File: config.mk
export PLATFORM = sky130hd
export DESIGN_NAME = playfair_digraph_cipher_top
export DESIGN_NICKNAME = d
export VERILOG_FILES = /design/src/design/pdc_pkg.sv /design/src/design/pdc_ctrl.sv /design/src/design/pdc_datapath.sv /design/src/design/playfair_digraph_cipher_top.sv
export SDC_FILE = /design/constraint.sdc
export NUM_CORES = 1
export LEC_CHECK = 0
export BUFFER_PORTS_ARGS = -buffer_cell sky130_fd_sc_hd__buf_4
export CAP_MARGIN = 20
export CORE_MARGIN = 2
export CORE_UTILIZATION = 40
export CTS_BUF_LIST = sky130_fd_sc_hd__clkbuf_8
export CTS_CLUSTER_DIAMETER = 60
export DETAILED_ROUTE_END_ITERATION = 10
export HOLD_SLACK_MARGIN = 0.02
export PLACE_DENSITY_LB_ADDON = 0.3
export SLEW_MARGIN = 20
export SYNTH_ARGS = -nofsm -noshare
export SYNTH_HDL_FRONTEND = slang
export SYNTH_SLANG_ARGS = --single-unit
File: constraint.sdc
create_clock -name clk -period 7.65 [get_ports clk]
set_input_delay 1.53 -clock clk [delete_from_list [all_inputs] [get_ports clk]]
set_output_delay 1.53 -clock clk [all_outputs]
set_load 0.05 [all_outputs]
File: src/design/pdc_pkg.sv
// shared types, constants and letter helpers for the playfair digraph cipher
// used by pdc_ctrl, pdc_datapath and playfair_digraph_cipher_top
package pdc_pkg;

    localparam int LETTER_W     = 5;
    localparam int ALPHA_N      = 26;
    localparam int SIDE         = 5;
    localparam int CELLS        = SIDE * SIDE;
    localparam int RC_W         = 3;

    localparam logic [LETTER_W-1:0] LETTER_I     = 5'd8;
    localparam logic [LETTER_W-1:0] LETTER_J     = 5'd9;
    localparam logic [LETTER_W-1:0] LETTER_Z     = 5'd25;
    localparam logic [LETTER_W-1:0] FILLER_RESET = 5'd23;

    localparam logic FUNC_KEY   = 1'b0;
    localparam logic FUNC_PLAIN = 1'b1;

    typedef struct packed {
        logic accept;
        logic fill_step;
        logic pair_step;
        logic pos_read;
        logic sq_read;
        logic out_second;
    } dp_cmd_t;

    typedef struct packed {
        logic key_complete;
        logic fill_done;
        logic item_func;
        logic pair_go;
    } dp_status_t;

    typedef struct packed {
        logic [RC_W-1:0] row;
        logic [RC_W-1:0] col;
    } rc_t;

    // out-of-range codes act as Z, J acts as I
    function automatic logic [LETTER_W-1:0] plain_code(input logic [LETTER_W-1:0] v);
        logic [LETTER_W-1:0] c;
        c = (v > LETTER_Z) ? LETTER_Z : v;
        return (c == LETTER_J) ? LETTER_I : c;
    endfunction

    // cell index to row and column without a divider
    function automatic rc_t cell_rc(input logic [LETTER_W-1:0] idx);
        rc_t r;
        logic [LETTER_W-1:0] base;
        if (idx >= 5'(4 * SIDE))
            r.row = 3'd4;
        else if (idx >= 5'(3 * SIDE))
            r.row = 3'd3;
        else if (idx >= 5'(2 * SIDE))
            r.row = 3'd2;
        else if (idx >= 5'(SIDE))
            r.row = 3'd1;
        else
            r.row = 3'd0;
        base  = 5'(r.row) * 5'(SIDE);
        r.col = 3'(idx - base);
        return r;
    endfunction

    function automatic logic [RC_W-1:0] rc_inc(input logic [RC_W-1:0] v);
        return (v == 3'(SIDE - 1)) ? 3'd0 : v + 3'd1;
    endfunction

    function automatic logic [LETTER_W-1:0] rc_addr(input logic [RC_W-1:0] row,
                                                     input logic [RC_W-1:0] col);
        return 5'(row) * 5'(SIDE) + 5'(col);
    endfunction

endpackage

File: src/design/pdc_ctrl.sv
// controller state machine for the playfair digraph cipher
// depends on pdc_pkg; drives pdc_datapath through dp_cmd_t
module pdc_ctrl
    import pdc_pkg::*;
(
    input  logic       clk,
    input  logic       rst_n,
    input  logic       s_tvalid,
    output logic       s_tready,
    input  logic       s_func,
    input  logic       s_last,
    output logic       m_tvalid,
    input  logic       m_tready,
    input  dp_status_t status,
    output dp_cmd_t    cmd
);

    typedef enum logic [6:0] {
        ST_IDLE   = 7'b0000001,
        ST_FILL   = 7'b0000010,
        ST_PAIR   = 7'b0000100,
        ST_LOOKUP = 7'b0001000,
        ST_MAP    = 7'b0010000,
        ST_OUT0   = 7'b0100000,
        ST_OUT1   = 7'b1000000
    } state_t;

    state_t state_reg, state_next;

    always_ff @(posedge clk or negedge rst_n)
    begin
        if (!rst_n)
            state_reg <= ST_FILL;   // loads the plain alphabet after reset
        else
            state_reg <= state_next;
    end

    always_comb
    begin
        state_next     = state_reg;
        cmd            = '0;
        s_tready       = 1'b0;
        m_tvalid       = 1'b0;
        unique case (state_reg)
            ST_IDLE:
            begin
                s_tready   = 1'b1;
                cmd.accept = s_tvalid;
                if (s_tvalid)
                begin
                    if (s_func == FUNC_KEY)
                        state_next = s_last ? ST_FILL : ST_IDLE;
                    else
                        state_next = status.key_complete ? ST_PAIR : ST_FILL;
                end
            end
            ST_FILL:
            begin
                cmd.fill_step = 1'b1;
                if (status.fill_done)
                    state_next = (status.item_func == FUNC_PLAIN) ? ST_PAIR : ST_IDLE;
            end
            ST_PAIR:
            begin
                cmd.pair_step = 1'b1;
                state_next    = status.pair_go ? ST_LOOKUP : ST_IDLE;
            end
            ST_LOOKUP:
            begin
                cmd.pos_read = 1'b1;
                state_next   = ST_MAP;
            end
            ST_MAP:
            begin
                cmd.sq_read = 1'b1;
                state_next  = ST_OUT0;
            end
            ST_OUT0:
            begin
                m_tvalid = 1'b1;
                if (m_tready)
                    state_next = ST_OUT1;
            end
            ST_OUT1:
            begin
                m_tvalid       = 1'b1;
                cmd.out_second = 1'b1;
                if (m_tready)
                    state_next = ST_IDLE;
            end
            default:
            begin
                state_next = ST_IDLE;
            end
        endcase
    end

    a_out_needs_key: assert property (@(posedge clk) disable iff (!rst_n)
        m_tvalid |-> status.key_complete)
        else $error("result presented while the square is incomplete");

    a_fill_to_pair: assert property (@(posedge clk) disable iff (!rst_n)
        (state_reg == ST_FILL && status.fill_done && status.item_func == FUNC_PLAIN)
        |=> state_reg == ST_PAIR)
        else $error("pending plaintext lost after square fill");

    a_first_then_second: assert property (@(posedge clk) disable iff (!rst_n)
        (state_reg == ST_OUT0 && m_tready) |=> (m_tvalid && cmd.out_second))
        else $error("second cipher letter of the pair missing");

endmodule

File: src/design/pdc_datapath.sv
// datapath: key square, letter position table, pairing and digraph mapping
// depends on pdc_pkg; controlled by pdc_ctrl through dp_cmd_t
module pdc_datapath
    import pdc_pkg::*;
(
    input  logic                clk,
    input  logic                rst_n,
    input  logic                cfg_we,
    input  logic [LETTER_W-1:0] cfg_wdata,
    input  logic                in_func,
    input  logic [LETTER_W-1:0] in_letter,
    input  logic                in_last,
    input  dp_cmd_t             cmd,
    output dp_status_t          status,
    output logic [LETTER_W-1:0] out_letter
);

    // square cells and the inverse table letter -> cell
    logic [LETTER_W-1:0] square_mem [CELLS];
    logic [LETTER_W-1:0] pos_mem    [ALPHA_N];

    logic [ALPHA_N-1:0]  used_reg, used_next;
    logic [LETTER_W-1:0] fc_reg, fc_next;
    logic                key_complete_reg, key_complete_next;
    logic                held_valid_reg, held_valid_next;
    logic [LETTER_W-1:0] fill_cnt_reg, fill_cnt_next;
    logic                item_func_reg;
    logic                item_last_reg;
    logic [LETTER_W-1:0] filler_reg;

    logic [LETTER_W-1:0] item_letter_reg;
    logic [LETTER_W-1:0] held_letter_reg, held_letter_next;
    logic [LETTER_W-1:0] pair_a_reg, pair_a_next;
    logic [LETTER_W-1:0] pair_b_reg, pair_b_next;
    logic [LETTER_W-1:0] pos_a_reg, pos_b_reg;
    logic [LETTER_W-1:0] sq_a_reg, sq_b_reg;

    logic                wr_en;
    logic [LETTER_W-1:0] wr_letter;
    logic [LETTER_W-1:0] wr_idx;

    logic [31:0]         used_ext;
    logic [31:0]         used_eff_ext;
    logic [LETTER_W-1:0] fc_eff;
    logic [LETTER_W-1:0] p_code, f_code;
    rc_t                 rc_a, rc_b, map_a, map_b;
    logic [LETTER_W-1:0] addr_a, addr_b;

    assign used_ext = {6'd0, used_reg};
    assign p_code   = plain_code(item_letter_reg);
    assign f_code   = plain_code(filler_reg);

    always_comb
    begin
        used_next         = used_reg;
        fc_next           = fc_reg;
        key_complete_next = key_complete_reg;
        held_valid_next   = held_valid_reg;
        held_letter_next  = held_letter_reg;
        fill_cnt_next     = fill_cnt_reg;
        pair_a_next       = pair_a_reg;
        pair_b_next       = pair_b_reg;
        wr_en             = 1'b0;
        wr_letter         = in_letter;
        wr_idx            = fc_reg;
        used_eff_ext      = used_ext;
        fc_eff            = fc_reg;

        if (cmd.accept)
        begin
            fill_cnt_next = '0;
            if (in_func == FUNC_KEY)
            begin
                // a key letter after a finished key starts a new one
                if (key_complete_reg)
                begin
                    used_eff_ext    = '0;
                    fc_eff          = '0;
                    held_valid_next = 1'b0;
                end
                wr_idx    = fc_eff;
                wr_letter = in_letter;
                wr_en     = (in_letter <= LETTER_Z) && (in_letter != LETTER_J) &&
                            !used_eff_ext[in_letter] && (fc_eff < 5'(CELLS));
                used_next         = used_eff_ext[ALPHA_N-1:0];
                fc_next           = fc_eff;
                key_complete_next = 1'b0;
                if (wr_en)
                begin
                    used_next[in_letter] = 1'b1;
                    fc_next              = fc_eff + 5'd1;
                end
            end
        end

        if (cmd.fill_step)
        begin
            wr_idx        = fc_reg;
            wr_letter     = fill_cnt_reg;
            wr_en         = (fill_cnt_reg != LETTER_J) && !used_ext[fill_cnt_reg] &&
                            (fc_reg < 5'(CELLS));
            fill_cnt_next = fill_cnt_reg + 5'd1;
            if (wr_en)
            begin
                used_next[fill_cnt_reg] = 1'b1;
                fc_next                 = fc_reg + 5'd1;
            end
            if (fill_cnt_reg == LETTER_Z)
                key_complete_next = 1'b1;
        end

        if (cmd.pair_step)
        begin
            if (!held_valid_reg)
            begin
                if (!item_last_reg)
                begin
                    held_letter_next = p_code;
                    held_valid_next  = 1'b1;
                end
                else
                begin
                    pair_a_next = p_code;
                    pair_b_next = f_code;
                end
            end
            else
            begin
                held_valid_next = 1'b0;
                pair_a_next     = held_letter_reg;
                pair_b_next     = (p_code == held_letter_reg) ? f_code : p_code;
            end
        end
    end

    // digraph rules on the looked-up cells
    always_comb
    begin
        rc_a  = cell_rc(pos_a_reg);
        rc_b  = cell_rc(pos_b_reg);
        map_a = rc_a;
        map_b = rc_b;
        if (rc_a.row == rc_b.row)
        begin
            map_a.col = rc_inc(rc_a.col);
            map_b.col = rc_inc(rc_b.col);
        end
        else if (rc_a.col == rc_b.col)
        begin
            map_a.row = rc_inc(rc_a.row);
            map_b.row = rc_inc(rc_b.row);
        end
        else
        begin
            map_a.col = rc_b.col;
            map_b.col = rc_a.col;
        end
        addr_a = rc_addr(map_a.row, map_a.col);
        addr_b = rc_addr(map_b.row, map_b.col);
    end

    always_ff @(posedge clk or negedge rst_n)
    begin
        if (!rst_n)
        begin
            used_reg         <= '0;
            fc_reg           <= '0;
            key_complete_reg <= 1'b0;
            held_valid_reg   <= 1'b0;
            fill_cnt_reg     <= '0;
            item_func_reg    <= FUNC_KEY;
            item_last_reg    <= 1'b0;
            filler_reg       <= FILLER_RESET;
        end
        else
        begin
            used_reg         <= used_next;
            fc_reg           <= fc_next;
            key_complete_reg <= key_complete_next;
            held_valid_reg   <= held_valid_next;
            fill_cnt_reg     <= fill_cnt_next;
            if (cmd.accept)
            begin
                item_func_reg <= in_func;
                item_last_reg <= in_last;
            end
            if (cfg_we)
                filler_reg <= cfg_wdata;
        end
    end

    always_ff @(posedge clk)
    begin
        if (cmd.accept)
            item_letter_reg <= in_letter;
        held_letter_reg <= held_letter_next;
        pair_a_reg      <= pair_a_next;
        pair_b_reg      <= pair_b_next;
    end

    always_ff @(posedge clk)
    begin
        if (wr_en)
        begin
            square_mem[wr_idx] <= wr_letter;
            pos_mem[wr_letter] <= wr_idx;
        end
        if (cmd.pos_read)
        begin
            pos_a_reg <= pos_mem[pair_a_reg];
            pos_b_reg <= pos_mem[pair_b_reg];
        end
        if (cmd.sq_read)
        begin
            sq_a_reg <= square_mem[addr_a];
            sq_b_reg <= square_mem[addr_b];
        end
    end

    assign out_letter          = cmd.out_second ? sq_b_reg : sq_a_reg;
    assign status.key_complete = key_complete_reg;
    assign status.fill_done    = (fill_cnt_reg == LETTER_Z);
    assign status.item_func    = item_func_reg;
    assign status.pair_go      = held_valid_reg || item_last_reg;

    a_fc_bound: assert property (@(posedge clk) disable iff (!rst_n)
        fc_reg <= 5'(CELLS))
        else $error("square fill count past the last cell");

    a_fill_completes: assert property (@(posedge clk) disable iff (!rst_n)
        (cmd.fill_step && fill_cnt_reg == LETTER_Z) |=> (key_complete_reg && fc_reg == 5'(CELLS)))
        else $error("square not full after fill walk");

    a_write_once: assert property (@(posedge clk) disable iff (!rst_n)
        (wr_en && !cmd.accept) |-> !used_ext[wr_letter])
        else $error("letter placed twice in the square");

endmodule

File: src/design/playfair_digraph_cipher_top.sv
// playfair digraph encryption: after reset a fill walk loads the plain alphabet
// square, with s_tready low; the filler register resets to X
// a key letter marked last is followed by the fill walk
// a plaintext letter that completes a pair gives its first cipher letter after the
// PAIR, LOOKUP and MAP states and the second after m_tready takes the first
// one item at a time; plaintext arriving on an unfinished key waits for the fill walk
module playfair_digraph_cipher_top
    import pdc_pkg::*;
(
    input  logic                clk,
    input  logic                rst_n,
    input  logic                cfg_we,
    input  logic [LETTER_W-1:0] cfg_wdata,    // filler_letter
    input  logic                s_tvalid,
    output logic                s_tready,
    input  logic [7:0]          s_tdata,      // [4:0] letter, [7:5] zero
    input  logic                s_tuser,      // [0] func
    input  logic                s_tlast,
    output logic                m_tvalid,
    input  logic                m_tready,
    output logic [7:0]          m_tdata,      // [4:0] cipher_letter, [7:5] zero
    output logic                m_tlast       // pair_end
);

    dp_cmd_t             cmd;
    dp_status_t          status;
    logic [LETTER_W-1:0] out_letter;

    pdc_ctrl u_ctrl (
        .clk      (clk),
        .rst_n    (rst_n),
        .s_tvalid (s_tvalid),
        .s_tready (s_tready),
        .s_func   (s_tuser),
        .s_last   (s_tlast),
        .m_tvalid (m_tvalid),
        .m_tready (m_tready),
        .status   (status),
        .cmd      (cmd)
    );

    pdc_datapath u_datapath (
        .clk        (clk),
        .rst_n      (rst_n),
        .cfg_we     (cfg_we),
        .cfg_wdata  (cfg_wdata),
        .in_func    (s_tuser),
        .in_letter  (s_tdata[LETTER_W-1:0]),
        .in_last    (s_tlast),
        .cmd        (cmd),
        .status     (status),
        .out_letter (out_letter)
    );

    assign m_tdata = {3'd0, out_letter};
    assign m_tlast = cmd.out_second;

endmodule
==> flow_summary.yaml <==
drt:
  wirelength_um: 42600
  wl_per_cell_um: 21.9
  first_pass_iters: 5
  final_antenna_net_count: 0
  initialDrtViolationCount: 960
  vias: 11300
  via_per_inst: 5.79
  drcViolationCount: 0
floorplanning:
  dieArea_um2: 47600
  core_um2: 45300
  io_pins: 31
  die_h_um: 218
  die_w_um: 218
  fp-row-count: 78
  initial_core_util_pct: 40.5
layout:
  area_growth_pct: 10.3
  antenna_cells: 0
  fin_nets: 1351
  drive_gt1_share_pct: 23.7
  fin_util_pct: 44.7
  postLayoutCellArea_um2: 20200
  largest_reg_flops: 130
synthesis:
  synth_top_area_share_pct: 48.3
  ys_dominant_reg_cell: "edfxtp_1"
  yosysSeqAreaShare_pct: 55.5
  synth_enable_flop_cells: 295
  synth.top_cells.by_count: "295 x edfxtp_1, 141 x mux4_2, 105 x nor2_1"
  synth_cells: 1280
  ys_types: 75
  yosysTopAreaCell: "edfxtp_1"
  ys.warnings.count: 0
  ys_ff_latch: 347
  syn_area_um2: 18300
  synth.top_cells.by_area: "edfxtp_1 48%, mux4_2 17%, dfrtp_1 6.4%"
  syn_avg_cell_area_um2: 14.3
  synth_most_common_cell: "edfxtp_1"
  synth-async-reset-ratio_pct: 15.0
setup_path:
  crit_family: "compound AO/OA/AOI/OAI gates"
  crit_chain: "or3b_1 > a21o_1 > and2_1 > mux2i_1 > fa_1 > xor2_1 > xor2_1 > buf_4 > or3_1 > mux4_1 > a21oi_1 > o32ai_1 > ha_1 > ha_1 > ha_1 > a21o_1 > a21oi_1 > xnor2_1 > o31a_1 > a221o_1 > a21oi_1 > a211oi_1"
  crit_buf_inv: 1
  cp.required_ns: 8.05
  cp_slowest_stage_delay_ns: 0.62
  cp_slowest_cell: "edfxtp_1"
  cp_max_fo: 17
  start_kind: "register"
  path_depth: 22
  critPathKind: "reg2reg"
  worstPathArrival_ns: 7.38
  reg2regPathDepth: 22
  setup.worst_path.end_class: "register"
grt:
  antenna_found_initial: 0
  grt_pass1_vias: 11200
  grt_max_degree: 53
  grt.overflow.total: 0
  grt_usage_pct: 18.1
  grt_pass1_wl_um: 66100
cts:
  holdBufCountCts: 0
  root_buffer: "clkbuf_8"
  cts_setup_buffers: 0
  cts_resized: 0
  cts_tree: "yes"
  clk-insertion-delay-late_ns: 0.63
  cts.sinks: 347
  cts.path.max_buffers: 3
  clk_pin_slew_ns: 0.06
  h-tree-depth: 2
  cts_made_buffers: 55
place:
  port_buffers: 24
  dpl_cell_area_um2: 19100
  routabilityCongestion: 0.790
  dpl.hpwl_um: 28300
flow_run:
  maxCapViolCount: 0
sta:
  max-slew-margin-rel_pct: 26.5
  min_period_over_period_pct: 91.2
  hold_viol: 0
  drv_slew: 0
  setup_violations: 0
  fin_setup_tns_ns: 0
  max_freq_ghz: 0.143
  min_period_ns: 6.98
  rsz0062_at_grt: "no"
  worst_pin_slew_ns: 1.10
  skew_ns: 0.0346
min_path:
  worstHoldPathType: "reg2reg"
  holdPathStages: 2
pwr:
  power_density_nw_per_um2: 267
  ir_drop_uv: 170
  p_leak_nw: 6.96
run_status:
  status: "complete, no violations"
[final cells by class]
type | instances | area, um2
Inverter | 35 | 131
Timing Repair Buffer | 50 | 388
Tap cell | 600 | 751
Clock buffer | 56 | 771
Clock inverter | 47 | 315
Sequential cell | 347 | 10200
Fill cell | 4035 | 25100
Multi-Input combinational cell | 809 | 7700
[power breakdown]
group / total [mW] / internal [mW] / switching (mW) / leakage (nW)
clock network: 1.58 / 0.823 / 0.753 / 0.609
registers: 2.50 / 2.35 / 0.153 / 3.33
logic: 1.32 / 0.542 / 0.773 / 3.02
total: 5.40 / 3.72 / 1.68 / 6.96
[cell families (layout without fill, tap and decap cells)]
group	Yosys count	count (layout)	synth area share (%)
xor+xnor	17	17	0.812
fa+ha+maj	33	33	2.42
compound gates	210	210	7.76
mux	219	219	21.9
other cells	1	3	0.0205
simple gates	327	327	8.80
buf+inv	126	188	2.84
flops	347	347	55.5
[worst min-delay path: stages (launching register included)]
cell     delay [ns]
dfrtp_1        0.34
nor2_1         0.05
nor2_1         0.07
[routing by layer]
metal	GRT usage, %	up-vias	share of wire (%)
met5	0	-	0
met4	4.97	0	1.9
met1	25.2	5741	44
li1	-	5097	-
met2	29.7	366	49
met3	2.55	61	5.4
[worst paths after layout]
path | slack (ns) | start | endpoint
worst max-delay path | 0.67 | u_datapath.pos_b_reg[3] | u_datapath.sq_a_reg[0]
worst min-delay path | 0.51 | u_datapath.item_func_reg | u_datapath.item_func_reg
worst max register to register | 0.67 | u_datapath.pos_b_reg[3] | u_datapath.sq_a_reg[0]
worst min register to register | 0.51 | u_datapath.item_func_reg | u_datapath.item_func_reg
max in group asynchronous | 6.21 | rst_n | u_ctrl.state_reg[3]
min in group asynchronous | 0.96 | rst_n | u_datapath.used_reg[16]
[metrics by stage]
| step | setup WS [ns] | instances | power (mW) | hold WS, ns |
|---|---|---|---|---|
| 6_report | 0.674 | 1944 | 5.40 | 0.505 |
| 3_3_place_gp | 0.792 | 1841 | 3.83 | 0.488 |
| 5_1_grt | 0.208 | 1944 | 5.65 | 0.557 |
| 2_1_floorplan | 1.46 | 1282 | 3.45 | 0.466 |
| 4_1_cts | 0.711 | 1944 | 5.42 | 0.507 |
| 3_5_place_dp | 0.678 | 1841 | 3.85 | 0.493 |
[placed cells by master (no fill, tap or decap), types with 7 or more instances in the layout]
cell type | netlist | layout
mux2_2 | 25 | 25
edfxtp_1 | 295 | 295
ha_1 | 29 | 27
o21ai_0 | 45 | 44
xor2_1 | 10 | 10
a211oi_1 | 23 | 23
a211o_1 | 9 | 9
a221o_1 | 10 | 10
mux4_2 | 141 | 141
a21oi_1 | 48 | 48
nand3b_1 | 7 | 7
buf_4 | 3 | 49
nor2b_1 | 34 | 32
nor3_1 | 19 | 19
mux2i_1 | 50 | 50
clkinv_1 | 0 | 15
dfrtp_1 | 47 | 47
nor2_1 | 105 | 104
a22oi_1 | 14 | 14
nand2_1 | 74 | 74
o31ai_1 | 8 | 8
nand3_1 | 22 | 22
xnor2_1 | 7 | 7
inv_1 | 35 | 52
clkbuf_8 | 0 | 56
nand2b_1 | 12 | 12
and3_1 | 8 | 8
(Power assumes the default switching activity.)
